`config.mk`:
```
export PLATFORM = sky130hd
export DESIGN_NAME = odo_div
export DESIGN_NICKNAME = d
export VERILOG_FILES = /design/src/rtl/odo_pkg.sv /design/src/rtl/odo_div.sv
export SDC_FILE = /design/constraint.sdc
export NUM_CORES = 1
export LEC_CHECK = 0
export BUFFER_PORTS_ARGS = -buffer_cell sky130_fd_sc_hd__buf_4
export CAP_MARGIN = 0
export CORE_MARGIN = 8
export CORE_UTILIZATION = 61
export DETAILED_ROUTE_END_ITERATION = 10
export HOLD_SLACK_MARGIN = 0.03
export PLACE_DENSITY = 0.86
export SYNTH_ARGS = -nofsm -noshare
export SYNTH_HDL_FRONTEND = slang
export SYNTH_SLANG_ARGS = --single-unit
```
`constraint.sdc`:
```
create_clock -name clock -period 6.42 [get_ports clock]
set_input_delay 0.321 -clock clock [delete_from_list [all_inputs] [get_ports clock]]
set_output_delay 0.321 -clock clock [all_outputs]
set_load 0.01 [all_outputs]
```
`src/rtl/odo_pkg.sv`:
```
// Types, constants and helper functions shared by the three-wheel odometry core.
// Depends on nothing; every module of the block imports it.
package odo_pkg;

   localparam int MUL_W       = 34;
   localparam int MUL_DIGIT_W = 4;
   localparam int MUL_DIGITS  = (MUL_W + MUL_DIGIT_W - 1) / MUL_DIGIT_W;
   localparam int MUL_LO_W    = MUL_DIGITS * MUL_DIGIT_W;
   localparam int MUL_HI_W    = MUL_W + MUL_DIGIT_W + 2;
   localparam int PROD_W      = 2 * MUL_W;

   localparam int DIV_NUM_W   = 64;
   localparam int DIV_DEN_W   = 57;

   localparam int CORDIC_W    = 34;
   localparam int ACC_W       = 72;

   localparam logic [1:0] CSR_INCHES_PER_TICK    = 2'd0;
   localparam logic [1:0] CSR_SIDE_WHEEL_SPACING = 2'd1;
   localparam logic [1:0] CSR_BACK_WHEEL_OFFSET  = 2'd2;

   localparam logic [31:0] RESET_INCHES_PER_TICK    = 32'd402628;
   localparam logic [15:0] RESET_SIDE_WHEEL_SPACING = 16'd3520;
   localparam logic [15:0] RESET_BACK_WHEEL_OFFSET  = 16'd1920;

   localparam logic [MUL_W-1:0]           INV_TWO_PI_Q32  = 34'd683565276;
   localparam logic signed [CORDIC_W-1:0] CORDIC_GAIN_Q30 = 34'sd652032874;
   localparam logic signed [MUL_W-1:0]    ONE_Q30         = 34'sd1073741824;
   localparam logic [DIV_NUM_W-1:0]       SQ_BIAS         = 64'd3 << 34;
   localparam logic [DIV_DEN_W-1:0]       SQ_DEN          = 57'd6 << 34;

   typedef struct packed {
      logic signed [31:0] left_count;
      logic signed [31:0] right_count;
      logic signed [31:0] back_count;
   } req_data_type;

   typedef struct packed {
      logic signed [31:0] x_position;
      logic signed [31:0] y_position;
      logic [31:0]        heading_angle;
   } rsp_data_type;

   typedef struct packed {
      logic [1:0]  reg_index;
      logic [31:0] write_data;
   } csr_data_type;

   function automatic logic [29:0] atan_of(input logic [4:0] i);
      logic [29:0] a;
      unique case (i)
         5'd0:  a = 30'd536870912;
         5'd1:  a = 30'd316933406;
         5'd2:  a = 30'd167458907;
         5'd3:  a = 30'd85004756;
         5'd4:  a = 30'd42667331;
         5'd5:  a = 30'd21354465;
         5'd6:  a = 30'd10679838;
         5'd7:  a = 30'd5340245;
         5'd8:  a = 30'd2670163;
         5'd9:  a = 30'd1335087;
         5'd10: a = 30'd667544;
         5'd11: a = 30'd333772;
         5'd12: a = 30'd166886;
         5'd13: a = 30'd83443;
         5'd14: a = 30'd41722;
         5'd15: a = 30'd20861;
         5'd16: a = 30'd10430;
         5'd17: a = 30'd5215;
         5'd18: a = 30'd2608;
         5'd19: a = 30'd1304;
         5'd20: a = 30'd652;
         5'd21: a = 30'd326;
         5'd22: a = 30'd163;
         5'd23: a = 30'd81;
         5'd24: a = 30'd41;
         5'd25: a = 30'd20;
         5'd26: a = 30'd10;
         5'd27: a = 30'd5;
         5'd28: a = 30'd3;
         5'd29: a = 30'd1;
         5'd30: a = 30'd1;
         5'd31: a = 30'd0;
         default: a = 30'd0;
      endcase
      return a;
   endfunction

   // round(v / 2^n), ties away from zero
   function automatic logic signed [ACC_W-1:0] rnd_shift(input logic signed [ACC_W-1:0] v,
                                                       input int unsigned n);
      logic [ACC_W-1:0] m;
      logic [ACC_W-1:0] r;
      m = v[ACC_W-1] ? ACC_W'(-v) : ACC_W'(v);
      r = (m + (ACC_W'(1) << (n - 1))) >> n;
      return v[ACC_W-1] ? -$signed(r) : $signed(r);
   endfunction

   function automatic logic signed [31:0] sat32(input logic signed [ACC_W-1:0] v);
      logic signed [31:0] r;
      if (v > $signed(ACC_W'(32'h7FFF_FFFF))) begin
         r = 32'sh7FFF_FFFF;
      end else if (v < -$signed(ACC_W'(32'h8000_0000))) begin
         r = 32'sh8000_0000;
      end else begin
         r = v[31:0];
      end
      return r;
   endfunction

endpackage

```
`src/rtl/odo_div.sv`:
```
// Restoring unsigned divider, one quotient bit per cycle, quotient floor(n/d).
// Depends on odo_pkg for widths.
module odo_div (
   input  logic                              clock,
   input  logic                              reset,
   input  logic                              start,
   input  logic [odo_pkg::DIV_NUM_W-1:0]     numer,
   input  logic [odo_pkg::DIV_DEN_W-1:0]     denom,
   output logic                              done,
   output logic [odo_pkg::DIV_NUM_W-1:0]     quotient
);
   import odo_pkg::*;

   localparam logic [5:0] LAST_BIT = 6'(DIV_NUM_W - 1);

   logic                 busy_ff, busy_in;
   logic                 done_ff, done_in;
   logic [5:0]           cnt_ff, cnt_in;
   logic [DIV_DEN_W-1:0] den_ff, den_in;
   logic [DIV_DEN_W-1:0] rem_ff, rem_in;
   logic [DIV_NUM_W-1:0] quo_ff, quo_in;

   logic [DIV_DEN_W:0]   trial;
   logic [DIV_DEN_W+1:0] diff;
   logic                 ge;

   always_comb begin
      trial   = {rem_ff, quo_ff[DIV_NUM_W-1]};
      diff    = {1'b0, trial} - {2'b00, den_ff};
      ge      = ~diff[DIV_DEN_W+1];
      busy_in = busy_ff;
      done_in = 1'b0;
      cnt_in  = cnt_ff;
      den_in  = den_ff;
      rem_in  = rem_ff;
      quo_in  = quo_ff;
      if (start) begin
         busy_in = 1'b1;
         cnt_in  = '0;
         den_in  = denom;
         rem_in  = '0;
         quo_in  = numer;
      end else if (busy_ff) begin
         rem_in = ge ? diff[DIV_DEN_W-1:0] : trial[DIV_DEN_W-1:0];
         quo_in = {quo_ff[DIV_NUM_W-2:0], ge};
         cnt_in = cnt_ff + 6'd1;
         if (cnt_ff == LAST_BIT) begin
            busy_in = 1'b0;
            done_in = 1'b1;
         end
      end
   end

   always_ff @(posedge clock) begin
      if (reset) begin
         busy_ff <= 1'b0;
         done_ff <= 1'b0;
         cnt_ff  <= '0;
      end else begin
         busy_ff <= busy_in;
         done_ff <= done_in;
         cnt_ff  <= cnt_in;
      end
   end

   always_ff @(posedge clock) begin
      den_ff <= den_in;
      rem_ff <= rem_in;
      quo_ff <= quo_in;
   end

   assign done     = done_ff;
   assign quotient = quo_ff;

endmodule

```
==> results by group <==
Floorplanning
  • Core area: 17300 um2
  • Num rows: 48
  • Overall die height: ~150 um
  • Top-level port count: about 190
  • Die area: 22200 um2
  • Initial standard-cell utilization of the core: 0.624
  • Horizontal die dimension: roughly 150 um

GRT
  • Pin count of the biggest net entering global routing: around 110
  • Initial antenna violation count: 0
  • Global-route total usage across every layer: 0.255
  • Aggregate global routing overflow: 0
  • Number of global-route vias before repair: ~9100
  • Wire length of the first global-routing pass: 45500 um

Cells and area
  • Share of layout cells above drive strength 1: 0.241
  • Most frequent cells in the layout: sky130_fd_sc_hd__buf_4 (193), sky130_fd_sc_hd__nor2_1 (126), sky130_fd_sc_hd__edfxtp_1 (121)
  • Most common cell after layout, fill and taps aside: sky130_fd_sc_hd__buf_4
  • Diodes inserted: 0
  • Total Nets Final: 1432
  • Final std cell area, no fill: about 13000 um2
  • Synthesis-to-finish area growth: 19.3%

CTS
  • Clock Pin Slew Worst Setup and Hold Paths: about 0.080 ns
  • H-tree depth: 4
  • TritonCTS clock tree: yes
  • Post-CTS resize count: 0
  • Clk Latency, worst-skew pair: about 0.44 ns
  • Number of buffers created by CTS: 17
  • Clk Tree Root Cell: sky130_fd_sc_hd__clkbuf_16
  • Number of buffers on the longest clock path: 2
  • Number of clock sinks: roughly 190
  • Number of post-CTS setup repair buffers: 0
  • Cts-stage hold buffer count: 1

Timing
  • Minimum clock period: 4.02 ns
  • RSZ-0062 raised after global routing: false
  • Transition at the pin with the smallest max-transition slack: between 1 and 1.5 ns
  • Final setup vio count: 0
  • Part of the cycle the worst path needs: 0.626
  • Number of hold violations in the final report: 0
  • Tightest slew margin relative to the limit: 0.276
  • Largest clock skew in the final design: 0.0122 ns
  • Total count of max-transition violations in the final report: 0
  • Fmax achieved: between 200 and 250 MHz
  • Total Neg Setup Slack: 0 ns

Job
  • Max cap viols: 0

Critical path
  • Critical path's most frequent cell: sky130_fd_sc_hd__inv_1
  • Number of buffers and inverters on the critical path: 3
  • Crit-path leading delay family: compound AO/OA/AOI/OAI gates
  • Largest fanout of any net on the critical path: 61
  • Crit path launch type: register
  • Worst setup path class: register to register
  • Element type at the critical path end: register
  • Critical-path top delay cell: sky130_fd_sc_hd__buf_4
  • Stage delay of the slowest cell on the critical path: around 0.52 ns
  • Critical path cell sequence: inv_1 > ha_1 > inv_1 > fa_1 > a21o_1 > a221o_1 > o221ai_1 > a21oi_2 > o21ai_2 > o41ai_4 > a41oi_4 > buf_4 > a21oi_1 > a211oi_1
  • Data required time at the worst endpoint: approximately 6.7 ns
  • Signal arrival time at the worst endpoint: 4.33 ns

Placed design
  • Detailed Place HPWL: between 20000 and 25000 um
  • Final weighted congestion in routability-driven placement: slightly above 0.9
  • Standard cell area after detailed placement: around 12000 um2
  • Number of input and output port buffers inserted: 188

Synth
  • Number of synthesized flops with an enable pin: 121
  • Distinct cell type count of the synthesized netlist: 63
  • Yosys warning count: 0
  • Post-synthesis net count: between 1000 and 1500
  • Syn Std Cell Area: 10800 um2
  • Sequential fraction of the synthesis area: 0.457
  • Post-synth ARST share: 0
  • Post-synthesis sequential element count: roughly 190
  • Mean post-synth cell area: ~10 um2
  • Main synth FF type: sky130_fd_sc_hd__edfxtp_1
  • Synth Instances: between 1000 and 1500

Detailed routing
  • Vias: 8968
  • Number of remaining DRC errors: 0
  • Wire per inst: around 19 um
  • DRC violation total after the first TritonRoute iteration: approximately 700
  • Antenna violation net count after detailed routing: 0
  • Detailed Route WL: between 20000 and 30000 um
  • Via-per-instance ratio: 6.03
  • Router iterations before antenna repair: 6

Pwr
  • Worst IR Drop VDD: between 0.00015 and 0.0002 V
  • Static power due to leakage: 5.61 nW
  • Total power density per cell area: 268 nW/um2

Status
  • Result of the run: finished clean

Hold path
  • Kind of path behind the tightest hold check: input pin to register
[report_power, final]
group / leakage (nW) / internal [W] / switching, W / total (W)
Combinational: 3.59 / 0.000411 / 0.000539 / 0.000950
Clock: 0.282 / 0.000521 / 0.000523 / 0.00104
Sequential: 1.74 / 0.00140 / 0.0000667 / 0.00147
Total: 5.61 / 0.00233 / 0.00113 / 0.00346
[metal layers]
layer / share of wire / GRT usage / up-vias
li1: - / - / 4307
met1: 0.39 / 0.299 / 4228
met2: 0.51 / 0.443 / 388
met3: 0.082 / 0.0755 / 45
met4: 0.019 / 0.0727 / 0
met5: 0 / 0 / -
[synthesized netlist by cell type, drive strengths merged (4+ instances only)]
cell | count | share of area
dfxtp | 65 | 0.12
o21ai | 39 | 0.018
a221oi | 4 | 0.0032
nor3 | 13 | 0.0060
inv | 74 | 0.026
a211oi | 53 | 0.037
o31ai | 5 | 0.0035
mux2i | 14 | 0.013
a31oi | 9 | 0.0052
or3 | 4 | 0.0023
xnor2 | 32 | 0.026
nand2 | 65 | 0.023
and3 | 10 | 0.0058
o21a | 4 | 0.0028
buf | 18 | 0.0088
edfxtp | 121 | 0.34
nand3 | 14 | 0.0065
a21oi | 111 | 0.052
nor2 | 126 | 0.044
ha | 58 | 0.067
mux2 | 63 | 0.066
o22ai | 6 | 0.0035
nand2b | 7 | 0.0041
nor2b | 6 | 0.0035
o21bai | 14 | 0.0097
a21o | 32 | 0.022
nor4 | 4 | 0.0023
a21boi | 5 | 0.0035
xor2 | 23 | 0.019
clkbuf | 46 | 0.016
nand4 | 15 | 0.0087
[worst paths after layout]
kind,endpoint,slack (ns),depth (start not counted),start
setup / recovery,rem_ff[27],2.40,14,quotient[63]
hold / removal,den_ff[15],0.05,1,denom[15]
setup reg to reg,rem_ff[27],2.40,14,quotient[63]
hold reg to reg,cnt_ff[5],0.50,2,cnt_ff[5]
[final cells by class]
| class | count | area [um2] |
|---|---|---|
| multi-input cells | 775 | 5340 |
| clock inverters | 15 | 156 |
| repair buffers | 195 | 1470 |
| well taps | 225 | 282 |
| clock buffers | 17 | 425 |
| fillers | 1228 | 4410 |
| flip-flops and latches | 186 | 4940 |
| inverters | 74 | 278 |
[stage by stage]
stage / instances / total power, W / worst slack (ns) / utilization / hold WS [ns]
after floorplan: 1099 / 0.00213 / 2.98 / - / 0.393
after global placement: 1454 / 0.00239 / 2.70 / 0.711 / 0.468
after detailed placement: 1454 / 0.00242 / 2.51 / 0.711 / 0.480
after CTS: 1487 / 0.00346 / 2.44 / 0.745 / 0.0402
after global routing: 1487 / 0.00362 / 2.26 / 0.745 / 0.0349
final: 1487 / 0.00346 / 2.40 / 0.745 / 0.0488
[sequential cells by signal (all words and copies together) (netlist names)]
| register | flops |
|---|---|
| rem_ff | 57 |
| done | 1 |
| busy_ff | 1 |
| quotient | 64 |
| den_ff | 57 |
| cnt_ff | 6 |
[cells by family after synthesis]
group / after synthesis / synth area share
DFF: 186 / 0.457
adders and majority gates: 59 / 0.0691
muxes: 77 / 0.0787
buffers and inverters: 138 / 0.0505
and+or+nand+nor: 275 / 0.113
xor gates and xnor gates: 55 / 0.0446
AOI/OAI and AO/OA: 309 / 0.187
[worst reg2reg max path, delay by kind of cell, from the launching register on]
family / cells / cell delay, ns
compound gates: 9 / 2.25
flops: 1 / 0.41
buf+inv: 3 / 0.66
fa+ha+maj: 2 / 0.56
(Power assumes the default switching activity.)
