<file path="config.mk">
export PLATFORM = sky130hd
export DESIGN_NAME = odo_mul
export DESIGN_NICKNAME = d
export VERILOG_FILES = /design/src/rtl/odo_pkg.sv /design/src/rtl/odo_mul.sv
export SDC_FILE = /design/constraint.sdc
export NUM_CORES = 1
export LEC_CHECK = 0
export BUFFER_PORTS_ARGS = -buffer_cell sky130_fd_sc_hd__buf_2
export CAP_MARGIN = 25
export CORE_UTILIZATION = 30
export DETAILED_ROUTE_END_ITERATION = 16
export PLACE_DENSITY_LB_ADDON = 0.25
export SLEW_MARGIN = 30
export SYNTH_ARGS = -nofsm -noshare
export SYNTH_HDL_FRONTEND = slang
export SYNTH_SLANG_ARGS = --single-unit
</file>
<file path="constraint.sdc">
create_clock -name clock -period 6.1 [get_ports clock]
set_clock_uncertainty 0.1 [all_clocks]
set_input_delay 1.22 -clock clock [delete_from_list [all_inputs] [get_ports clock]]
set_output_delay 1.22 -clock clock [all_outputs]
set_load 0.02 [all_outputs]
</file>
<file path="src/rtl/odo_pkg.sv">
// Types, constants and helper functions shared by the three-wheel odometry core.
// Depends on nothing; every module of the block imports it.
package odo_pkg;

   localparam int MUL_W       = 34;
   localparam int MUL_DIGIT_W = 4;
   localparam int MUL_DIGITS  = (MUL_W + MUL_DIGIT_W - 1) / MUL_DIGIT_W;
   localparam int MUL_LO_W    = MUL_DIGITS * MUL_DIGIT_W;
   localparam int MUL_HI_W    = MUL_W + MUL_DIGIT_W + 2;
   localparam int PROD_W      = 2 * MUL_W;

   localparam int DIV_NUM_W   = 64;
   localparam int DIV_DEN_W   = 57;

   localparam int CORDIC_W    = 34;
   localparam int ACC_W       = 72;

   localparam logic [1:0] CSR_INCHES_PER_TICK    = 2'd0;
   localparam logic [1:0] CSR_SIDE_WHEEL_SPACING = 2'd1;
   localparam logic [1:0] CSR_BACK_WHEEL_OFFSET  = 2'd2;

   localparam logic [31:0] RESET_INCHES_PER_TICK    = 32'd402628;
   localparam logic [15:0] RESET_SIDE_WHEEL_SPACING = 16'd3520;
   localparam logic [15:0] RESET_BACK_WHEEL_OFFSET  = 16'd1920;

   localparam logic [MUL_W-1:0]           INV_TWO_PI_Q32  = 34'd683565276;
   localparam logic signed [CORDIC_W-1:0] CORDIC_GAIN_Q30 = 34'sd652032874;
   localparam logic signed [MUL_W-1:0]    ONE_Q30         = 34'sd1073741824;
   localparam logic [DIV_NUM_W-1:0]       SQ_BIAS         = 64'd3 << 34;
   localparam logic [DIV_DEN_W-1:0]       SQ_DEN          = 57'd6 << 34;

   typedef struct packed {
      logic signed [31:0] left_count;
      logic signed [31:0] right_count;
      logic signed [31:0] back_count;
   } req_data_type;

   typedef struct packed {
      logic signed [31:0] x_position;
      logic signed [31:0] y_position;
      logic [31:0]        heading_angle;
   } rsp_data_type;

   typedef struct packed {
      logic [1:0]  reg_index;
      logic [31:0] write_data;
   } csr_data_type;

   function automatic logic [29:0] atan_of(input logic [4:0] i);
      logic [29:0] a;
      unique case (i)
         5'd0:  a = 30'd536870912;
         5'd1:  a = 30'd316933406;
         5'd2:  a = 30'd167458907;
         5'd3:  a = 30'd85004756;
         5'd4:  a = 30'd42667331;
         5'd5:  a = 30'd21354465;
         5'd6:  a = 30'd10679838;
         5'd7:  a = 30'd5340245;
         5'd8:  a = 30'd2670163;
         5'd9:  a = 30'd1335087;
         5'd10: a = 30'd667544;
         5'd11: a = 30'd333772;
         5'd12: a = 30'd166886;
         5'd13: a = 30'd83443;
         5'd14: a = 30'd41722;
         5'd15: a = 30'd20861;
         5'd16: a = 30'd10430;
         5'd17: a = 30'd5215;
         5'd18: a = 30'd2608;
         5'd19: a = 30'd1304;
         5'd20: a = 30'd652;
         5'd21: a = 30'd326;
         5'd22: a = 30'd163;
         5'd23: a = 30'd81;
         5'd24: a = 30'd41;
         5'd25: a = 30'd20;
         5'd26: a = 30'd10;
         5'd27: a = 30'd5;
         5'd28: a = 30'd3;
         5'd29: a = 30'd1;
         5'd30: a = 30'd1;
         5'd31: a = 30'd0;
         default: a = 30'd0;
      endcase
      return a;
   endfunction

   // round(v / 2^n), ties away from zero
   function automatic logic signed [ACC_W-1:0] rnd_shift(input logic signed [ACC_W-1:0] v,
                                                       input int unsigned n);
      logic [ACC_W-1:0] m;
      logic [ACC_W-1:0] r;
      m = v[ACC_W-1] ? ACC_W'(-v) : ACC_W'(v);
      r = (m + (ACC_W'(1) << (n - 1))) >> n;
      return v[ACC_W-1] ? -$signed(r) : $signed(r);
   endfunction

   function automatic logic signed [31:0] sat32(input logic signed [ACC_W-1:0] v);
      logic signed [31:0] r;
      if (v > $signed(ACC_W'(32'h7FFF_FFFF))) begin
         r = 32'sh7FFF_FFFF;
      end else if (v < -$signed(ACC_W'(32'h8000_0000))) begin
         r = 32'sh8000_0000;
      end else begin
         r = v[31:0];
      end
      return r;
   endfunction

endpackage

</file>
<file path="src/rtl/odo_mul.sv">
// Radix-16 digit-serial signed multiplier, one 4-bit digit of b per cycle.
// Depends on odo_pkg for widths.
module odo_mul (
   input  logic                                clock,
   input  logic                                reset,
   input  logic                                start,
   input  logic signed [odo_pkg::MUL_W-1:0]    a,
   input  logic signed [odo_pkg::MUL_W-1:0]    b,
   output logic                                done,
   output logic signed [odo_pkg::PROD_W-1:0]   product
);
   import odo_pkg::*;

   localparam int ACC_T_W = MUL_HI_W + MUL_LO_W;
   localparam logic [3:0] LAST_DIGIT = 4'(MUL_DIGITS - 1);

   logic                    busy_ff, busy_in;
   logic                    fin_ff, fin_in;
   logic                    done_ff, done_in;
   logic [3:0]              cnt_ff, cnt_in;
   logic                    neg_ff, neg_in;
   logic [MUL_W-1:0]        ma_ff, ma_in;
   logic [ACC_T_W-1:0]      acc_ff, acc_in;
   logic signed [PROD_W-1:0] product_ff, product_in;

   logic [MUL_W+MUL_DIGIT_W-1:0] part;
   logic [MUL_HI_W-1:0]          sum;
   logic [MUL_W-1:0]             mb;

   always_comb begin
      part = ma_ff * acc_ff[MUL_DIGIT_W-1:0];
      sum  = acc_ff[ACC_T_W-1:MUL_LO_W] + MUL_HI_W'(part);
      mb   = b[MUL_W-1] ? MUL_W'(-b) : MUL_W'(b);
      busy_in    = busy_ff;
      fin_in     = 1'b0;
      done_in    = 1'b0;
      cnt_in     = cnt_ff;
      neg_in     = neg_ff;
      ma_in      = ma_ff;
      acc_in     = acc_ff;
      product_in = product_ff;
      if (start) begin
         busy_in = 1'b1;
         cnt_in  = '0;
         neg_in  = a[MUL_W-1] ^ b[MUL_W-1];
         ma_in   = a[MUL_W-1] ? MUL_W'(-a) : MUL_W'(a);
         acc_in  = ACC_T_W'(mb);
      end else if (busy_ff) begin
         acc_in = {MUL_DIGIT_W'(0), sum, acc_ff[MUL_LO_W-1:MUL_DIGIT_W]};
         cnt_in = cnt_ff + 4'd1;
         if (cnt_ff == LAST_DIGIT) begin
            busy_in = 1'b0;
            fin_in  = 1'b1;
         end
      end else if (fin_ff) begin
         product_in = neg_ff ? -$signed(acc_ff[PROD_W-1:0]) : $signed(acc_ff[PROD_W-1:0]);
         done_in    = 1'b1;
      end
   end

   always_ff @(posedge clock) begin
      if (reset) begin
         busy_ff <= 1'b0;
         fin_ff  <= 1'b0;
         done_ff <= 1'b0;
         cnt_ff  <= '0;
      end else begin
         busy_ff <= busy_in;
         fin_ff  <= fin_in;
         done_ff <= done_in;
         cnt_ff  <= cnt_in;
      end
   end

   always_ff @(posedge clock) begin
      neg_ff     <= neg_in;
      ma_ff      <= ma_in;
      acc_ff     <= acc_in;
      product_ff <= product_in;
   end

   assign done    = done_ff;
   assign product = product_ff;

endmodule

</file>
==> load_flow_metrics.sql <==
INSERT INTO impl_metrics (metric_group, metric, value, unit) VALUES
('status', 'result_of_the_run', 'completed', ''),
('synthesis', 'synth_async_sr_flop_share', '0', '%'),
('global_route', 'top_usage_layer', 'met2', ''),
('worst_hold_path', 'hold_class', 'flop to flop', ''),
('synthesis', 'most_used_flip_flop_cell_after_synthesis', 'sky130_fd_sc_hd__edfxtp_1', ''),
('global_route', 'grt_start_max_net_pins', '70', ''),
('critical_path', 'timing.critical_path.depth', '14', ''),
('sta', 'fmax', '0.190', 'GHz'),
('cells_and_area', 'area_delta_synth_final', '14.0', '%'),
('clock_tree', 'worst_setup_hold_path_clk_slew', '0.08', 'ns'),
('critical_path', 'worstPathCellList', 'nand2_1 > fa_1 > fa_1 > fa_1 > inv_1 > ha_1 > a211oi_1 > nor2_1 > o21ai_0 > a21oi_1 > or4_1 > a31oi_1 > o21ai_0 > a31o_2', ''),
('routing', 'drt_wl_total', '36.6', 'mm'),
('critical_path', 'slowest_delay', '0.76', 'ns'),
('clock_tree', 'worst_skew_pair.late_latency', '0.48', 'ns'),
('global_route', 'antenna_violations_before_repair', '0', ''),
('sta', 'hold_ws', '0.427', 'ns'),
('synthesis', 'synthesis.nets', '1663', ''),
('critical_path', 'critical_path_class', 'flop to flop', ''),
('critical_path', 'critical_path_arrival', '5.53', 'ns'),
('cells_and_area', 'antenna_cells', '0', ''),
('clock_tree', 'holdBufCountCts', '0', ''),
('sta', 'relSlewSlack', '43.4', '%'),
('global_route', 'globalRouteMet3Util', '2.54', '%'),
('global_route', 'global_route_overflow', '0', ''),
('power_and_ir_drop', 'clkPwrFrac', '18.4', '%'),
('power_and_ir_drop', 'power.sequential.fraction', '25.3', '%'),
('synthesis', 'synth.cell_area', '14200', 'µm²'),
('routing', 'wire_per_inst', '16.9', 'µm'),
('power_and_ir_drop', 'p_sw', '3.02', 'mW'),
('clock_tree', 'clock_sink_count', '181', ''),
('run', 'max_cap_violations', '0', ''),
('floorplanning', 'die_area', '48000', 'µm²'),
('synthesis', 'yosys_reg_bits', '181', ''),
('synthesis', 'synth_enable_flop_cells', '137', ''),
('synthesis', 'syn_area_per_cell', '9.82', 'µm²'),
('synthesis', 'yosysWarningCount', '0', ''),
('critical_path', 'cpLargestDelayFamily', 'adder cells', ''),
('global_route', 'grt_usage', '15.5', '%'),
('cells_and_area', 'finalInstanceArea', '16100', 'µm²'),
('sta', 'final-max-slew-violation-count', '0', ''),
('sta', 'grt_setup_unrepaired', 'no', ''),
('cells_and_area', 'final_layout_size_suffix_gt1_share', '13.0', '%'),
('critical_path', 'crit_required', '6.37', 'ns'),
('global_route', 'grt_pass1_wl', '57.5', 'mm'),
('sta', 'setup_total_negative_slack', '0', 'ns'),
('critical_path', 'critical_path.startpoint_type', 'flop', ''),
('placement', 'routabilityCongestion', '0.875', ''),
('power_and_ir_drop', 'cellInternalPower', '3.59', 'mW'),
('floorplanning', 'die-height', '219', 'µm'),
('clock_tree', 'cts_resized', '0', ''),
('power_and_ir_drop', 'switching_share', '45.7', '%'),
('critical_path', 'type_of_element_capturing_the_critical_path', 'flop', ''),
('sta', 'report.final.setup_viol', '0', ''),
('critical_path', 'critical_path.most_common_cell', 'sky130_fd_sc_hd__fa_1', ''),
('routing', 'routed-via-count', '10400', ''),
('critical_path', 'worstPathMaxFanout', '21', ''),
('floorplanning', 'design.portCount', '140', ''),
('routing', 'antenna_violating_nets_post_route', '0', ''),
('synthesis', 'netlist-cell-type-count', '62', ''),
('sta', 'timing.final.hold_violations', '0', ''),
('placement', 'io_buffers', '139', ''),
('power_and_ir_drop', 'ir_worst_vdd', '0.268', 'mV'),
('power_and_ir_drop', 'p_leak', '6.54', 'nW'),
('floorplanning', 'die-width', '219', 'µm'),
('global_route', 'grtUsageMet1', '22.7', '%'),
('clock_tree', 'cts_tree', 'yes', ''),
('synthesis', 'post_synthesis_sequential_area_ratio', '35.3', '%'),
('global_route', 'grt_pass1_vias', '10300', ''),
('clock_tree', 'clk_path_buf_depth', '2', ''),
('synthesis', 'syn_inst', '1441', ''),
('global_route', 'met2_track_demand_over_resource_in_global_routing', '23.5', '%');
power groups by stage:
stage	Sequential, mW	Clock, mW	Combinational (mW)
after CTS	1.67	1.26	3.73
final	1.67	1.22	3.72
after detailed placement	1.70	0	3.71
after floorplan	1.63	0	2.86
after global placement	1.70	0	3.74
after global routing	1.70	1.30	4.17
synth_stat cells, types with 23 or more instances:
cell                       count  area share, %
sky130_fd_sc_hd__o21ai_0      67            2.4
sky130_fd_sc_hd__a21oi_1      70            2.5
sky130_fd_sc_hd__and2_1      121            5.3
sky130_fd_sc_hd__a21o_1       23            1.2
sky130_fd_sc_hd__xor2_1       52            3.2
sky130_fd_sc_hd__xnor2_1     111            6.9
sky130_fd_sc_hd__fa_1         98             14
sky130_fd_sc_hd__o31ai_1      39            2.1
sky130_fd_sc_hd__nand2_1      96            2.5
sky130_fd_sc_hd__dfxtp_1      44            6.2
sky130_fd_sc_hd__clkbuf_1     60            1.6
sky130_fd_sc_hd__edfxtp_1    137             29
sky130_fd_sc_hd__nor2_1       81            2.1
sky130_fd_sc_hd__ha_1         53            4.7
sky130_fd_sc_hd__inv_1       161            4.3
logic make-up (layout without fill, tap and decap cells):
kind of cell / Yosys count / in the layout / share of synthesized area [%]
AND/OR/NAND/NOR: 420 / 420 / 15.7
AO/OA/AOI/OAI: 286 / 286 / 13.1
buffers and inverters: 221 / 343 / 5.86
flip-flops: 181 / 181 / 35.3
XOR/XNOR: 163 / 163 / 10.1
adder cells (fa/ha/maj): 151 / 151 / 18.5
multiplexers: 19 / 19 / 1.35
per-layer routing:
| layer | part of all wire, % | wire, µm |
|---|---|---|
| met3 | 4.3 | 1590 |
| met5 | 0 | 0 |
| met2 | 44 | 16200 |
| met4 | 1.2 | 429 |
| met1 | 50 | 18400 |
placed cells by master, fill, tap and decap left out, types with 6 or more instances in the layout:
master                        n
sky130_fd_sc_hd__clkbuf_16   17
sky130_fd_sc_hd__nor3_1      15
sky130_fd_sc_hd__o41ai_1     21
sky130_fd_sc_hd__nand4_1     10
sky130_fd_sc_hd__nand3_1     12
sky130_fd_sc_hd__buf_4       11
sky130_fd_sc_hd__mux2i_1     18
sky130_fd_sc_hd__nor2_1      81
sky130_fd_sc_hd__edfxtp_1   137
sky130_fd_sc_hd__a21o_1      23
sky130_fd_sc_hd__o22ai_1     14
sky130_fd_sc_hd__o21ai_0     67
sky130_fd_sc_hd__o211ai_1     9
sky130_fd_sc_hd__ha_1        53
sky130_fd_sc_hd__a21oi_1     70
sky130_fd_sc_hd__and2_1     120
sky130_fd_sc_hd__fa_1        98
sky130_fd_sc_hd__a211oi_1     8
sky130_fd_sc_hd__dfxtp_1     44
sky130_fd_sc_hd__buf_2      138
sky130_fd_sc_hd__nor2b_1      8
sky130_fd_sc_hd__nor4_1       7
sky130_fd_sc_hd__clkinv_8     6
sky130_fd_sc_hd__o31ai_1     39
sky130_fd_sc_hd__xnor2_1    111
sky130_fd_sc_hd__nand2_1     96
sky130_fd_sc_hd__or4_1       19
sky130_fd_sc_hd__inv_1      160
sky130_fd_sc_hd__nand2b_1    10
sky130_fd_sc_hd__xor2_1      52
sky130_fd_sc_hd__or3_1        8
sky130_fd_sc_hd__or2_2        7
sky130_fd_sc_hd__and3_1       7
worst paths after layout:
path,start,endpoint,slack (ns)
worst max-delay path,acc_ff[3]$_DFFE_PP_,acc_ff[70]$_SDFFE_PP0P_,0.84
worst min-delay path,acc_ff[69]$_SDFFE_PP0P_,acc_ff[69]$_SDFFE_PP0P_,0.43
worst max register to register,acc_ff[3]$_DFFE_PP_,acc_ff[70]$_SDFFE_PP0P_,0.84
worst min register to register,acc_ff[69]$_SDFFE_PP0P_,acc_ff[69]$_SDFFE_PP0P_,0.43
worst reg2reg max path: stages (launching register included):
cell and delay [ns]:
sky130_fd_sc_hd__edfxtp_1 0.76, sky130_fd_sc_hd__nand2_1 0.18, sky130_fd_sc_hd__fa_1 0.55, sky130_fd_sc_hd__fa_1 0.53
sky130_fd_sc_hd__fa_1 0.51, sky130_fd_sc_hd__inv_1 0.04, sky130_fd_sc_hd__ha_1 0.23, sky130_fd_sc_hd__a211oi_1 0.40
sky130_fd_sc_hd__nor2_1 0.14, sky130_fd_sc_hd__o21ai_0 0.31, sky130_fd_sc_hd__a21oi_1 0.20, sky130_fd_sc_hd__or4_1 0.57
sky130_fd_sc_hd__a31oi_1 0.25, sky130_fd_sc_hd__o21ai_0 0.14, sky130_fd_sc_hd__a31o_2 0.25
state kept, by name, summed over array words and instances, names as in the netlist:
name,cells
acc_ff,71
busy_ff,1
cnt_ff,4
done,1
fin_ff,1
ma_ff,34
neg_ff,1
product,68
layout make-up:
cell class	instances	area [µm²]
fill	4722	30400
multi-input combinational	1039	8330
sequential	181	4990
timing repair buffer	150	793
tap	607	759
inverter	161	604
clock buffer	17	425
clock inverter	15	226
through the flow:
step / std cells / power, mW / worst slack, ns
2_1_floorplan: 1441 / 4.49 / 1.36
3_3_place_gp: 2137 / 5.44 / 0.977
3_5_place_dp: 2137 / 5.41 / 0.887
4_1_cts: 2169 / 6.66 / 0.851
5_1_grt: 2170 / 7.16 / 0.589
6_report: 2170 / 6.61 / 0.837
No activity file was read; power rests on OpenSTA's default activity.
