[src/rtl/odo_pkg.sv]
// Types, constants and helper functions shared by the three-wheel odometry core.
// Depends on nothing; every module of the block imports it.
package odo_pkg;

   localparam int MUL_W       = 34;
   localparam int MUL_DIGIT_W = 4;
   localparam int MUL_DIGITS  = (MUL_W + MUL_DIGIT_W - 1) / MUL_DIGIT_W;
   localparam int MUL_LO_W    = MUL_DIGITS * MUL_DIGIT_W;
   localparam int MUL_HI_W    = MUL_W + MUL_DIGIT_W + 2;
   localparam int PROD_W      = 2 * MUL_W;

   localparam int DIV_NUM_W   = 64;
   localparam int DIV_DEN_W   = 57;

   localparam int CORDIC_W    = 34;
   localparam int ACC_W       = 72;

   localparam logic [1:0] CSR_INCHES_PER_TICK    = 2'd0;
   localparam logic [1:0] CSR_SIDE_WHEEL_SPACING = 2'd1;
   localparam logic [1:0] CSR_BACK_WHEEL_OFFSET  = 2'd2;

   localparam logic [31:0] RESET_INCHES_PER_TICK    = 32'd402628;
   localparam logic [15:0] RESET_SIDE_WHEEL_SPACING = 16'd3520;
   localparam logic [15:0] RESET_BACK_WHEEL_OFFSET  = 16'd1920;

   localparam logic [MUL_W-1:0]           INV_TWO_PI_Q32  = 34'd683565276;
   localparam logic signed [CORDIC_W-1:0] CORDIC_GAIN_Q30 = 34'sd652032874;
   localparam logic signed [MUL_W-1:0]    ONE_Q30         = 34'sd1073741824;
   localparam logic [DIV_NUM_W-1:0]       SQ_BIAS         = 64'd3 << 34;
   localparam logic [DIV_DEN_W-1:0]       SQ_DEN          = 57'd6 << 34;

   typedef struct packed {
      logic signed [31:0] left_count;
      logic signed [31:0] right_count;
      logic signed [31:0] back_count;
   } req_data_type;

   typedef struct packed {
      logic signed [31:0] x_position;
      logic signed [31:0] y_position;
      logic [31:0]        heading_angle;
   } rsp_data_type;

   typedef struct packed {
      logic [1:0]  reg_index;
      logic [31:0] write_data;
   } csr_data_type;

   function automatic logic [29:0] atan_of(input logic [4:0] i);
      logic [29:0] a;
      unique case (i)
         5'd0:  a = 30'd536870912;
         5'd1:  a = 30'd316933406;
         5'd2:  a = 30'd167458907;
         5'd3:  a = 30'd85004756;
         5'd4:  a = 30'd42667331;
         5'd5:  a = 30'd21354465;
         5'd6:  a = 30'd10679838;
         5'd7:  a = 30'd5340245;
         5'd8:  a = 30'd2670163;
         5'd9:  a = 30'd1335087;
         5'd10: a = 30'd667544;
         5'd11: a = 30'd333772;
         5'd12: a = 30'd166886;
         5'd13: a = 30'd83443;
         5'd14: a = 30'd41722;
         5'd15: a = 30'd20861;
         5'd16: a = 30'd10430;
         5'd17: a = 30'd5215;
         5'd18: a = 30'd2608;
         5'd19: a = 30'd1304;
         5'd20: a = 30'd652;
         5'd21: a = 30'd326;
         5'd22: a = 30'd163;
         5'd23: a = 30'd81;
         5'd24: a = 30'd41;
         5'd25: a = 30'd20;
         5'd26: a = 30'd10;
         5'd27: a = 30'd5;
         5'd28: a = 30'd3;
         5'd29: a = 30'd1;
         5'd30: a = 30'd1;
         5'd31: a = 30'd0;
         default: a = 30'd0;
      endcase
      return a;
   endfunction

   // round(v / 2^n), ties away from zero
   function automatic logic signed [ACC_W-1:0] rnd_shift(input logic signed [ACC_W-1:0] v,
                                                       input int unsigned n);
      logic [ACC_W-1:0] m;
      logic [ACC_W-1:0] r;
      m = v[ACC_W-1] ? ACC_W'(-v) : ACC_W'(v);
      r = (m + (ACC_W'(1) << (n - 1))) >> n;
      return v[ACC_W-1] ? -$signed(r) : $signed(r);
   endfunction

   function automatic logic signed [31:0] sat32(input logic signed [ACC_W-1:0] v);
      logic signed [31:0] r;
      if (v > $signed(ACC_W'(32'h7FFF_FFFF))) begin
         r = 32'sh7FFF_FFFF;
      end else if (v < -$signed(ACC_W'(32'h8000_0000))) begin
         r = 32'sh8000_0000;
      end else begin
         r = v[31:0];
      end
      return r;
   endfunction

endpackage

[src/rtl/odo_cordic.sv]
// Iterative rotation-mode CORDIC, one micro-rotation per cycle, binary angle in.
// Depends on odo_pkg for the arctangent table and the start gain.
module odo_cordic #(
   parameter int STEPS = 24
) (
   input  logic                                 clock,
   input  logic                                 reset,
   input  logic                                 start,
   input  logic [31:0]                          angle,
   output logic                                 done,
   output logic signed [odo_pkg::CORDIC_W-1:0]  cos_out,
   output logic signed [odo_pkg::CORDIC_W-1:0]  sin_out
);
   import odo_pkg::*;

   localparam int RUN_STEPS = (STEPS > 32) ? 32 : STEPS;
   localparam logic [4:0] LAST_STEP = 5'(RUN_STEPS - 1);

   logic                       busy_ff, busy_in;
   logic                       fin_ff, fin_in;
   logic                       done_ff, done_in;
   logic                       flip_ff, flip_in;
   logic [4:0]                 idx_ff, idx_in;
   logic signed [CORDIC_W-1:0] x_ff, x_in;
   logic signed [CORDIC_W-1:0] y_ff, y_in;
   logic signed [CORDIC_W-1:0] z_ff, z_in;
   logic signed [CORDIC_W-1:0] cos_ff, cos_in;
   logic signed [CORDIC_W-1:0] sin_ff, sin_in;

   logic signed [CORDIC_W-1:0] xs, ys, at;
   logic                       fold;
   logic [31:0]                folded;

   always_comb begin
      xs      = x_ff >>> idx_ff;
      ys      = y_ff >>> idx_ff;
      at      = $signed(CORDIC_W'(atan_of(idx_ff)));
      fold    = angle[31] ^ angle[30];
      folded  = {angle[31] ^ fold, angle[30:0]};
      busy_in = busy_ff;
      fin_in  = 1'b0;
      done_in = 1'b0;
      flip_in = flip_ff;
      idx_in  = idx_ff;
      x_in    = x_ff;
      y_in    = y_ff;
      z_in    = z_ff;
      cos_in  = cos_ff;
      sin_in  = sin_ff;
      if (start) begin
         busy_in = 1'b1;
         flip_in = fold;
         idx_in  = '0;
         x_in    = CORDIC_GAIN_Q30;
         y_in    = '0;
         z_in    = {{(CORDIC_W-32){folded[31]}}, folded};
      end else if (busy_ff) begin
         if (!z_ff[CORDIC_W-1]) begin
            x_in = x_ff - ys;
            y_in = y_ff + xs;
            z_in = z_ff - at;
         end else begin
            x_in = x_ff + ys;
            y_in = y_ff - xs;
            z_in = z_ff + at;
         end
         idx_in = idx_ff + 5'd1;
         if (idx_ff == LAST_STEP) begin
            busy_in = 1'b0;
            fin_in  = 1'b1;
         end
      end else if (fin_ff) begin
         cos_in  = flip_ff ? -x_ff : x_ff;
         sin_in  = flip_ff ? -y_ff : y_ff;
         done_in = 1'b1;
      end
   end

   always_ff @(posedge clock) begin
      if (reset) begin
         busy_ff <= 1'b0;
         fin_ff  <= 1'b0;
         done_ff <= 1'b0;
         idx_ff  <= '0;
      end else begin
         busy_ff <= busy_in;
         fin_ff  <= fin_in;
         done_ff <= done_in;
         idx_ff  <= idx_in;
      end
   end

   always_ff @(posedge clock) begin
      flip_ff <= flip_in;
      x_ff    <= x_in;
      y_ff    <= y_in;
      z_ff    <= z_in;
      cos_ff  <= cos_in;
      sin_ff  <= sin_in;
   end

   assign done    = done_ff;
   assign cos_out = cos_ff;
   assign sin_out = sin_ff;

endmodule

[config.mk]
export PLATFORM = sky130hd
export DESIGN_NAME = odo_cordic
export DESIGN_NICKNAME = d
export VERILOG_FILES = /design/src/rtl/odo_pkg.sv /design/src/rtl/odo_cordic.sv
export SDC_FILE = /design/constraint.sdc
export NUM_CORES = 1
export LEC_CHECK = 0
export ABC_AREA = 1
export BUFFER_PORTS_ARGS = -buffer_cell sky130_fd_sc_hd__buf_2
export CAP_MARGIN = 20
export CORE_MARGIN = 2
export CORE_UTILIZATION = 30
export DETAILED_ROUTE_END_ITERATION = 16
export HOLD_SLACK_MARGIN = 0.05
export PLACE_DENSITY_LB_ADDON = 0.12
export SLEW_MARGIN = 20
export SYNTH_ARGS = -nofsm -noshare
export SYNTH_HDL_FRONTEND = slang
export SYNTH_SLANG_ARGS = --single-unit
[constraint.sdc]
create_clock -name clock -period 12.35 [get_ports clock]
set_input_delay 0 -clock clock [delete_from_list [all_inputs] [get_ports clock]]
set_output_delay 0 -clock clock [all_outputs]
set_load 0.005 [all_outputs]
==> impl_metrics.tcl, run 1 <==
set metrics [dict create \
    utilization_pct 34.2 \
    async_reset_ff_share_pct 0 \
    grt_pass1_vias 20543 \
    gr-usage-met1_pct 27.8 \
    final-setup-viol-count 0 \
    grt_max_degree 73 \
    run_status "completed" \
    fp.coreArea_um2 67300 \
    sequential_cell_area_um2 5220 \
    wirelength_um 76800 \
    tightest_slew_ns 0.915 \
    antenna_cells_inserted 0 \
    most_common_cell_on_crit_path "sky130_fd_sc_hd__nand2_1" \
    dp_cells 4017 \
    peakVddDrop_uv 117 \
    final_cell_area_um2 23000 \
    synth-seq-cells 209 \
    leading_cell_type_by_number_of_instances_after_synthesis "sky130_fd_sc_hd__nand2_1" \
    syn_to_final_growth_pct 12.6 \
    fill_cells 7382 \
    min_period_over_period_pct 48.6 \
    netlist_top_cells_count "sky130_fd_sc_hd__nand2_1, sky130_fd_sc_hd__nand3_1, sky130_fd_sc_hd__inv_1, sky130_fd_sc_hd__nor2_1, sky130_fd_sc_hd__a21oi_1" \
    drt_drc_violations_left 0 \
    intPower_mw 2.44 \
    m2_gr_usage_pct 37.0 \
    clk_latency_ns 0.62 \
    cellLeakagePower_nw 10.8 \
    drt_pre_antenna_iters 6 \
    fin_cells 4108 \
    finalMaxSlewViolations 0 \
    fin_worst_skew_ns 0.0217 \
    die_h_um 265 \
    cap_viol_max_count 0 \
    yosysUniqueCellTypes 62 \
    share_comb_of_total_power_pct 59.4 \
    flop_to_flop_setup_slack_ns 6.35 \
    netlist_area_um2 20400 \
    grt_usage_pct 21.5 \
    critical_path_required_ns 12.85 \
    ctsRootBufferMaster "sky130_fd_sc_hd__clkbuf_16" \
    post-cts-setup-buffer-count 0 \
    timing.critical_path.slowest_stage_cell "sky130_fd_sc_hd__buf_4" \
    clock_tree.htree_level_count 1 \
    setup_repair_after_global_routing_missed_its_margin "false" \
    std_cell_rows 95 \
    avgRoutedWirePerCell_um 18.7 \
    synth_top_flop_cell "sky130_fd_sc_hd__dfxtp_1" \
    total_power_mw 4.84 \
    power_per_cell_area_nw_per_um2 210 \
    grt.met3_usage_pct 2.17 \
    timing.critical_path.to_type "flop" \
    boundaryPins 104 \
    synth_top_area_share_pct 15.1 \
    chipWidth_um 265 \
    postLayoutSetupSlackWorst_ns 6.35 \
    gr-total-overflow 0 \
    worst_setup_path_startpoint "idx_ff[0]$_SDFFE_PP0P_" \
    busiest_layer "met2" \
    tritoncts "done" \
    buffer_ports.inserted 103 \
    share_seq_of_total_power_pct 21.4 \
    number_of_enable_type_register_cells_in_the_synthesized_netlist 103 \
    maxSlewHeadroom_pct 38.3 \
    synth.yosys.warnings 0 \
    crit_type "reg -> reg" \
    clkSinkCount 209 \
    hold_viol_final 0 \
    min_period_ns 6.00 \
    drt_first_iter_violations 1836 \
    placed_area_um2 21600 \
    worstPathArrival_ns 6.51 \
    min-delay-path-class "in -> reg" \
    initial_cell_density_of_the_core_pct 30.4 \
    timing.hold.worst.start "angle[13]" \
    hold-worst-slack_ns 0.204 \
    antenna_found_initial 1 \
    weighted_congestion_at_the_end_of_routability_driven_global_placement 0.918 \
    worstPathMaxFanout 72 \
    grt_pass1_wl_um 119000 \
    vias_per_cell 5.21 \
    power.share.switching_pct 49.6 \
    multiInputGateArea_um2 13400 \
    synth_top_cells_by_area "sky130_fd_sc_hd__edfxtp_1, sky130_fd_sc_hd__nand2_1, sky130_fd_sc_hd__nand3_1" \
    fin_nets 3361 \
    numCtsBuffers 30 \
    crit-reg2reg-launch "idx_ff[0]$_SDFFE_PP0P_" \
    via_count 21394 \
    crit_path_max_incr_delay_ns 0.59 \
    dp_hpwl_um 58900 \
    setup.worst_path.start_class "flop" \
    cts_max_path_buffers 3 \
    proportion_of_synthesized_chip_area_in_sequential_cells_pct 25.5 \
    dieArea_um2 70200 \
    post_synth.cell_area_avg_um2 6.49 \
    synth.net_count 3298 \
    syn-instance-count 3148 \
    antenna_left 0 \
    fmax_mhz 167 \
    clock_power_share_pct 19.2 \
    dpl_worst_slack_ns 6.39 \
    p_sw_mw 2.40 \
    final.setup.tns_ns 0 \
    worst_setup_hold_path_clk_slew_ns 0.07 \
    post-synth-top-area-cell "sky130_fd_sc_hd__edfxtp_1" \
    final_layout_size_suffix_gt1_share_pct 8.93 \
]
==> logic make-up after synthesis <==
| family | share of synthesized area (%) |
|---|---|
| AOI/OAI and AO/OA | 13.7 |
| xor gates and xnor gates | 8.23 |
| DFF | 25.5 |
| buffers and inverters | 8.89 |
| adders and majority gates | 7.15 |
| and+or+nand+nor | 36.5 |
==> worst paths after layout <==
check | to | cells after the start
setup / recovery | x_ff[31]$_SDFFE_PP0P_ | 31
hold / removal | z_ff[13]$_DFFE_PP_ | 4
setup reg to reg | x_ff[31]$_SDFFE_PP0P_ | 31
hold reg to reg | cos_out[0]$_DFFE_PP_ | 0
==> per-layer routing <==
metal / wire length (um) / part of all wire [%] / vias up
li1: - / - / 10693
met4: 2790 / 3.6 / 2
met1: 34500 / 45 / 9969
met2: 36100 / 47 / 603
met5: 13 / 0.017 / -
met3: 3400 / 4.4 / 127
==> power groups by stage <==
stage,sequential (mW),clock (mW),combinational [mW]
after global placement,1.05,0,2.85
after global routing,1.05,0.982,3.25
after detailed placement,1.05,0,2.85
after CTS,1.04,0.958,2.88
after floorplan,0.948,0,2.15
final,1.04,0.928,2.87
==> registers in the layout, indices dropped and copies added (netlist names) <==
name	flops
done	1
idx_ff	5
fin_ff	1
flip_ff	1
x_ff	34
y_ff	34
z_ff	34
at	30
cos_out	34
sin_out	34
busy_ff	1
==> cell type report <==
| class | count | share of cell area [%] |
|---|---|---|
| clock inverter | 22 | 1.19 |
| tap | 873 | 4.75 |
| inverter | 306 | 5.02 |
| timing repair buffer | 166 | 4.68 |
| multi-input combinational | 2498 | 58.3 |
| clock buffer | 34 | 3.37 |
| sequential | 209 | 22.7 |
==> layout by cell type (no fill, tap or decap), drive strengths merged, types with 6 or more instances in the layout <==
master and instances:
o21a 7, o21ai 175, xnor2 67, nor2 297, nand3 482, nor3 45
clkinv 11, or2 38, o211ai 11, nor3b 7, nand4 20, o31ai 6
nor4 17, clkbuf 34, buf 131, a21boi 7, o221ai 6, xor2 125
a21oi 201, o22ai 7, edfxtp 103, a21o 10, nand2 784, inv 309
dlygate4sd3 35, o21bai 10, a31oi 31, dfxtp 106, ha 112
==> worst max-delay path, delay by kind of cell, from the launching register on <==
kind	cells	cell delay (ns)
adders and majority gates	2	0.56
xor gates and xnor gates	1	0.17
DFF	1	0.31
buffers and inverters	5	1.15
and+or+nand+nor	17	2.05
AOI/OAI and AO/OA	6	1.54
==> timing repair <==
| action | CTS | global route |
|---|---|---|
| hold endpoints to repair | 42 | 0 |
| resized for setup | 0 | 0 |
| endpoints found under the setup margin | 0 | 0 |
| hold buffers | 35 | 0 |
(Power assumes the default switching activity.)
==> inputs of run 2 (changes only) <==
- clock period: 12.35 -> 6.1 ns (I/O delays scaled with it)
==> run 2 against run 1 <==
Final area grew 0.18%. Combinational power grew 100%. Wire length grew 1.2%. Largest cell class unchanged. Final cell count grew 0.29%.
==> impl_metrics.tcl, run 2 (synthesized netlist as in run 1, its figures left out) <==
set metrics [dict create \
    run_status "completed" \
    whs_path_depth 3 \
    gr-total-overflow 0 \
    tightest_slew_ns 0.969 \
    worstReg2RegEnd "y_ff[28]$_SDFFE_PP0P_" \
    fin_worst_skew_ns 0.0361 \
    initial_cell_density_of_the_core_pct 30.4 \
    grt_pass1_vias 20222 \
    setup.worst_path.start_class "flop" \
    multiInputGateArea_um2 13400 \
    setup_repair_after_global_routing_missed_its_margin "false" \
    vias_per_cell 5.17 \
    cts_max_path_buffers 3 \
    placed_area_um2 21700 \
    clock_tree.htree_level_count 1 \
    std_cell_rows 95 \
    grt_max_degree 65 \
    flop_to_flop_setup_slack_ns 0.62 \
    grt_usage_pct 21.6 \
    finalMaxSlewViolations 0 \
    fill_cells 7468 \
    power_per_cell_area_nw_per_um2 420 \
    weighted_congestion_at_the_end_of_routability_driven_global_placement 0.935 \
    final-setup-viol-count 0 \
    hold_viol_final 0 \
    mostFrequentLayoutCell "sky130_fd_sc_hd__nand2_1" \
    fmax_mhz 182 \
    crit_path_max_incr_delay_ns 0.49 \
    antenna_left 0 \
    timing.critical_path.to_type "flop" \
    crit-reg2reg-launch "idx_ff[2]$_SDFFE_PP0P_" \
    drt_pre_antenna_iters 5 \
    wirelength_um 77700 \
    chipWidth_um 265 \
    peakVddDrop_uv 225 \
    fin_nets 3374 \
    cap_viol_max_count 0 \
    clkSinkCount 209 \
    drt_drc_violations_left 0 \
    timing.hold.worst.start "reset" \
    timing.critical_path.slowest_stage_cell "sky130_fd_sc_hd__fa_1" \
    crit_type "reg -> reg" \
    min_period_ns 5.48 \
    via_count 21283 \
    syn_to_final_growth_pct 12.8 \
    antenna_found_initial 1 \
    drt_first_iter_violations 1820 \
    numCtsBuffers 29 \
    avgRoutedWirePerCell_um 18.9 \
    min_period_over_period_pct 89.9 \
    dieArea_um2 70200 \
    final_cell_area_um2 23000 \
    tritoncts "done" \
    buffer_ports.inserted 103 \
    antenna_cells_inserted 0 \
    ctsRootBufferMaster "sky130_fd_sc_hd__clkbuf_16" \
    min-delay-path-class "in -> reg" \
    crit_family "compound AO/OA/AOI/OAI gates" \
    layout.cells.most_common_list "sky130_fd_sc_hd__nand2_1, sky130_fd_sc_hd__nand3_1, sky130_fd_sc_hd__inv_1" \
    grt_pass1_wl_um 119000 \
    fp.coreArea_um2 67300 \
    die_h_um 265 \
    critical_path_required_ns 6.59 \
    sequential_cell_area_um2 5220 \
    dp_hpwl_um 60400 \
    maxSlewHeadroom_pct 35.2 \
    hold_end "busy_ff$_SDFF_PP0_" \
    total_power_mw 9.67 \
    final_layout_size_suffix_gt1_share_pct 9.05 \
    clk_latency_ns 0.61 \
    reg2reg_depth 27 \
    worst_setup_hold_path_clk_slew_ns 0.06 \
    worstPathArrival_ns 5.97 \
    worstPathMaxFanout 37 \
    final.setup.tns_ns 0 \
    cp.buffers_inverters 5 \
    cellLeakagePower_nw 10.8 \
    boundaryPins 104 \
]
[run 2: final cells by class]
cell class,count,area share (%)
Clock buffer,43,3.55
Clock inverter,11,0.597
Inverter,306,5.02
Multi-Input combinational cell,2498,58.2
Sequential cell,209,22.7
Tap cell,873,4.74
Timing Repair Buffer,180,5.24
[run 2: worst max-delay path by stage]
stage	startpoint	to	slack (ns)	cells after the start
after floorplan	busy_ff$_SDFF_PP0_	cos_out[0]$_DFFE_PP_	1.35	4
after global placement	idx_ff[1]$_SDFFE_PP0P_	y_ff[26]$_SDFFE_PP0P_	0.45	30
after detailed placement	idx_ff[1]$_SDFFE_PP0P_	y_ff[28]$_SDFFE_PP0P_	0.38	30
after CTS	idx_ff[1]$_SDFFE_PP0P_	y_ff[28]$_SDFFE_PP0P_	0.39	30
after global routing	idx_ff[0]$_SDFFE_PP0P_	x_ff[31]$_SDFFE_PP0P_	0.02	30
final	idx_ff[2]$_SDFFE_PP0P_	y_ff[28]$_SDFFE_PP0P_	0.62	27
[run 2: worst min-delay path, cell delays in order]
cell and delay (ns):
sky130_fd_sc_hd__dlygate4sd3_1 0.57, sky130_fd_sc_hd__buf_2 0.14, sky130_fd_sc_hd__a311oi_1 0.04
[run 2: per-layer routing]
metal	up-vias	GRT usage [%]	share of wire (%)
li1	10733	-	-
met1	9860	28.6	45
met2	579	37.3	47
met3	109	2.03	4.5
met4	2	6.29	3.1
met5	-	0	0.017
[run 2: timing repair]
action / 4_1_cts / 5_1_grt
endpoints found under the setup margin: 0 / 5
hold buffers: 35 / 0
endpoints found under the hold margin: 42 / 0
gates resized for setup: 0 / 5
setup buffers: 0 / 0
[run 2: stage by stage]
step           util, %  worst slack [ns]  hold WS [ns]  instances
2_1_floorplan        -              1.35        0.0780       3148
3_3_place_gp      32.3             0.450         0.187       4031
3_5_place_dp      32.3             0.384         0.193       4031
4_1_cts           34.2             0.389         0.172       4120
5_1_grt           34.2            0.0154         0.195       4120
6_report          34.2             0.617         0.211       4120
[run 2: report_power, final]
group | leakage, nW | switching (mW) | internal (mW)
Clock | 0.464 | 0.703 | 1.05
Combinational | 8.54 | 3.77 | 2.08
Sequential | 1.84 | 0.331 | 1.74
